===== src/rtl/pch_ram.sv =====
module pch_ram #(
   parameter int WIDTH = 32,
   parameter int DEPTH = 95
) (
   input  logic                     clock,
   input  logic                     wr_en,
   input  logic [$clog2(DEPTH)-1:0] wr_addr,
   input  logic [WIDTH-1:0]         wr_data,
   input  logic                     rd_en,
   input  logic [$clog2(DEPTH)-1:0] rd_addr,
   output logic [WIDTH-1:0]         rd_data
);

   logic [WIDTH-1:0] mem_ff [DEPTH];
   logic [WIDTH-1:0] rd_data_ff;

   always_ff @(posedge clock) begin
      if (wr_en) begin
         mem_ff[wr_addr] <= wr_data;
      end
      if (rd_en) begin
         rd_data_ff <= mem_ff[rd_addr];
      end
   end

   assign rd_data = rd_data_ff;

endmodule


===== config.mk =====
export PLATFORM = sky130hd
export DESIGN_NAME = pch_ram
export DESIGN_NICKNAME = d
export VERILOG_FILES = /design/src/rtl/pch_ram.sv
export SDC_FILE = /design/constraint.sdc
export NUM_CORES = 2
export LEC_CHECK = 0
export BUFFER_PORTS_ARGS = -buffer_cell sky130_fd_sc_hd__buf_2
export CAP_MARGIN = 20
export CORE_MARGIN = 1
export CORE_UTILIZATION = 40
export DETAILED_ROUTE_END_ITERATION = 16
export PLACE_DENSITY = 0.62
export SKIP_LAST_GASP = 1
export SYNTH_ARGS = -nofsm -noshare
export SYNTH_HDL_FRONTEND = slang
export SYNTH_SLANG_ARGS = --single-unit

===== constraint.sdc =====
create_clock -name clock -period 10.1 [get_ports clock]
set_clock_uncertainty 0.05 [all_clocks]
set_input_delay 0.505 -clock clock [delete_from_list [all_inputs] [get_ports clock]]
set_output_delay 0.505 -clock clock [all_outputs]
set_load 0.01 [all_outputs]

==> results.sh <==
export IMPL_outcome="finished, final reports clean"
export IMPL_synthMuxAreaShare=0.158
export IMPL_cts_tree="yes"
export IMPL_drive_gt1_frac=0.269
export IMPL_ioPinCount=81
export IMPL_cts_root_buf="clkbuf_16"
export IMPL_yosysSeqAreaShare=0.782
export IMPL_drtIter0Drc=9380
export IMPL_cp_top_family="buffers and inverters"
export IMPL_power_density_mw_per_mm2=199
export IMPL_dpl_worst_slack_ns=5.13
export IMPL_setup_viol=0
export IMPL_place_congestion=0.847
export IMPL_vias=60100
export IMPL_arrival_ns=4.67
export IMPL_cp_max_fo=56
export IMPL_route_detailed_drc=0
export IMPL_ys_types=68
export IMPL_worst_pin_slew_ns=1.48
export IMPL_max_freq_mhz=244
export IMPL_portBuffers=80
export IMPL_cts_buffers=327
export IMPL_ant_nets=0
export IMPL_syn_to_final_growth_pct=13.6
export IMPL_synth_edff_count=3072
export IMPL_yosys_warnings=0
export IMPL_htree_levels=5
export IMPL_tns_ns=0
export IMPL_cp_end_kind="register"
export IMPL_leakagePower_nw=41.7
export IMPL_cp_slowest_cell="nor4_1"
export IMPL_routed_wirelength_um=358000
export IMPL_core_area_mm2=0.294
export IMPL_ys_async_sr_fraction=0
export IMPL_die_w_um=545
export IMPL_synth_compound_area_share=0.0257
export IMPL_start_util=0.402
export IMPL_synth_top_family_by_area="multiplexers"
export IMPL_cts_resized=0
export IMPL_fin_ws_ns=6.01
export IMPL_dieArea_mm2=0.297
export IMPL_cts_buffer_depth=4
export IMPL_grt_max_degree=109
export IMPL_max_stage_delay_ns=1.06
export IMPL_row_count=199
export IMPL_rsz0062_at_grt="no"
export IMPL_grt_pass1_wl_um=490000
export IMPL_grt_total_usage=0.238
export IMPL_cts_setup_buffers=0
export IMPL_nFillCells=24200
export IMPL_synth_seq_cells=3072
export IMPL_min_period_ns=4.09
export IMPL_slew_viol_final=0
export IMPL_max_vdd_ir_drop_mv=0.169
export IMPL_relSlewSlack=0.0108
export IMPL_synth_nets=5299
export IMPL_grt_pass1_vias=58800
export IMPL_hp_class="in2reg"
export IMPL_clock_latency_ns=0.97
export IMPL_overflow=0
export IMPL_critPathKind="in2reg"
export IMPL_synth_xor_area_share=0
export IMPL_critPathBufInv=3
export IMPL_fp_dieH_um=545
export IMPL_clk_pin_slew_ns=0.06
export IMPL_start_kind="primary input"
export IMPL_hpwl_um=201000
export IMPL_hold_viol=0
export IMPL_min_period_over_period=0.405
export IMPL_drv_cap=0
export IMPL_antenna_found_initial=43
export IMPL_path_cells="buf_8 -> buf_4 -> buf_4 -> mux4_2 -> mux2i_1 -> o22ai_1 -> nor4_1 -> a31oi_1"
export IMPL_clock_sinks=3072
export IMPL_nets=5657
export IMPL_hold_ws_ns=0.0108
export IMPL_path_common_cell="buf_4"
export IMPL_avgSynthCellArea_um2=22.5
export IMPL_synth_flop_cell="edfxtp_1"
export IMPL_wl_per_cell_um=36.6
export IMPL_synth_fa_ha_area_frac=0
export IMPL_dr_pass1_iters=6
export IMPL_via_per_inst=6.15
export IMPL_synth_area_mm2=0.118
export IMPL_yosys_area_share_simple=0.0188
export IMPL_netlist_instances=5250
export IMPL_cp_required_ns=10.68
-- what timing repair did --
action	in CTS	in global routing
hold endpoints to repair	181	13
hold buffers	14	1
setup endpoints to repair	0	0
-- stage by stage --
stage,cells,util,power (mW),area [um^2]
global placement,9168,0.422,15.8,124000
floorplan,5250,-,15.1,118000
global route,9756,0.456,27.3,134000
CTS,9748,0.456,26.7,134000
finish,9773,0.457,26.6,134000
detailed placement,9177,0.423,15.8,124000
-- path summary, 6_finish.rpt --
path | startpoint | end | slack, ns | cells past startpoint
min | wr_data[20] | mem_ff[20][20] | 0.01 | 1
min reg2reg | mem_ff[6][11] | rd_data[11] | 0.85 | 5
max reg2reg | mem_ff[56][18] | rd_data[18] | 6.99 | 5
max | rd_addr[1] | rd_data[18] | 6.01 | 8
-- synth_stat cells, drive strengths merged, types with 25 or more instances --
cell,instances,area (um^2)
o21ai,45,225
buf,190,1510
a21oi,48,240
a22oi,82,616
o22ai,55,344
a211oi,30,225
clkbuf,93,349
nor2,136,510
nand3,48,240
mux2i,244,2440
nor2b,31,194
mux2,47,529
mux4,694,15700
nor3,25,125
edfxtp,3072,92200
nand2,155,582
-- power breakdown --
| group | internal, mW | total, mW | switching (mW) | leakage [nW] |
|---|---|---|---|---|
| sequential | 14.1 | 14.1 | 0.0490 | 27.6 |
| combinational | 0.440 | 1.39 | 0.948 | 9.28 |
| clock | 6.32 | 11.1 | 4.78 | 4.74 |
-- cell type report --
| cell class | count | area (um^2) | area share |
|---|---|---|---|
| Antenna cell | 18 | 45.0 | 0.000336 |
| Clock buffer | 396 | 8590 | 0.0641 |
| Clock inverter | 161 | 1080 | 0.00803 |
| Inverter | 7 | 28.8 | 0.000215 |
| Multi-Input combinational cell | 1888 | 24700 | 0.184 |
| Sequential cell | 3072 | 92200 | 0.688 |
| Tap cell | 3919 | 4900 | 0.0366 |
| Timing Repair Buffer | 312 | 2460 | 0.0183 |
-- cell usage in the layout (no fill, tap or decap), types with 23 or more instances in the layout --
master / Yosys / layout
clkinv_2: 0 / 52
a22oi_1: 82 / 82
nand3_1: 48 / 48
clkbuf_16: 0 / 334
nor2b_1: 31 / 26
mux2_2: 47 / 47
clkinv_1: 1 / 84
mux4_2: 687 / 687
buf_2: 72 / 45
o22ai_1: 55 / 55
nor2_4: 0 / 88
a211oi_1: 30 / 26
a31oi_1: 23 / 23
nor2_1: 136 / 47
buf_4: 46 / 236
nand2_1: 155 / 155
o21ai_0: 39 / 39
mux2i_1: 244 / 244
clkbuf_1: 93 / 62
edfxtp_1: 3072 / 3072
a21oi_1: 48 / 48
-- cell families (layout without fill, tap and decap cells) --
kind of cell	after synthesis	count (layout)
mux	985	985
simple gates	478	478
compound gates	425	425
buf+inv	290	876
other cells	0	18
flops	3072	3072
-- flip-flops by register name (all words and copies together) (netlist names) --
signal and count:
mem_ff 3040, rd_data 32
-- per-layer routing --
layer / up-vias / share of wire / track usage
met5: - / 0.00061 / 0
met4: 32 / 0.041 / 0.0897
met3: 655 / 0.12 / 0.0668
met1: 32600 / 0.38 / 0.324
met2: 3758 / 0.46 / 0.366
li1: 23100 / - / -
No activity file was read; power rests on OpenSTA's default activity.
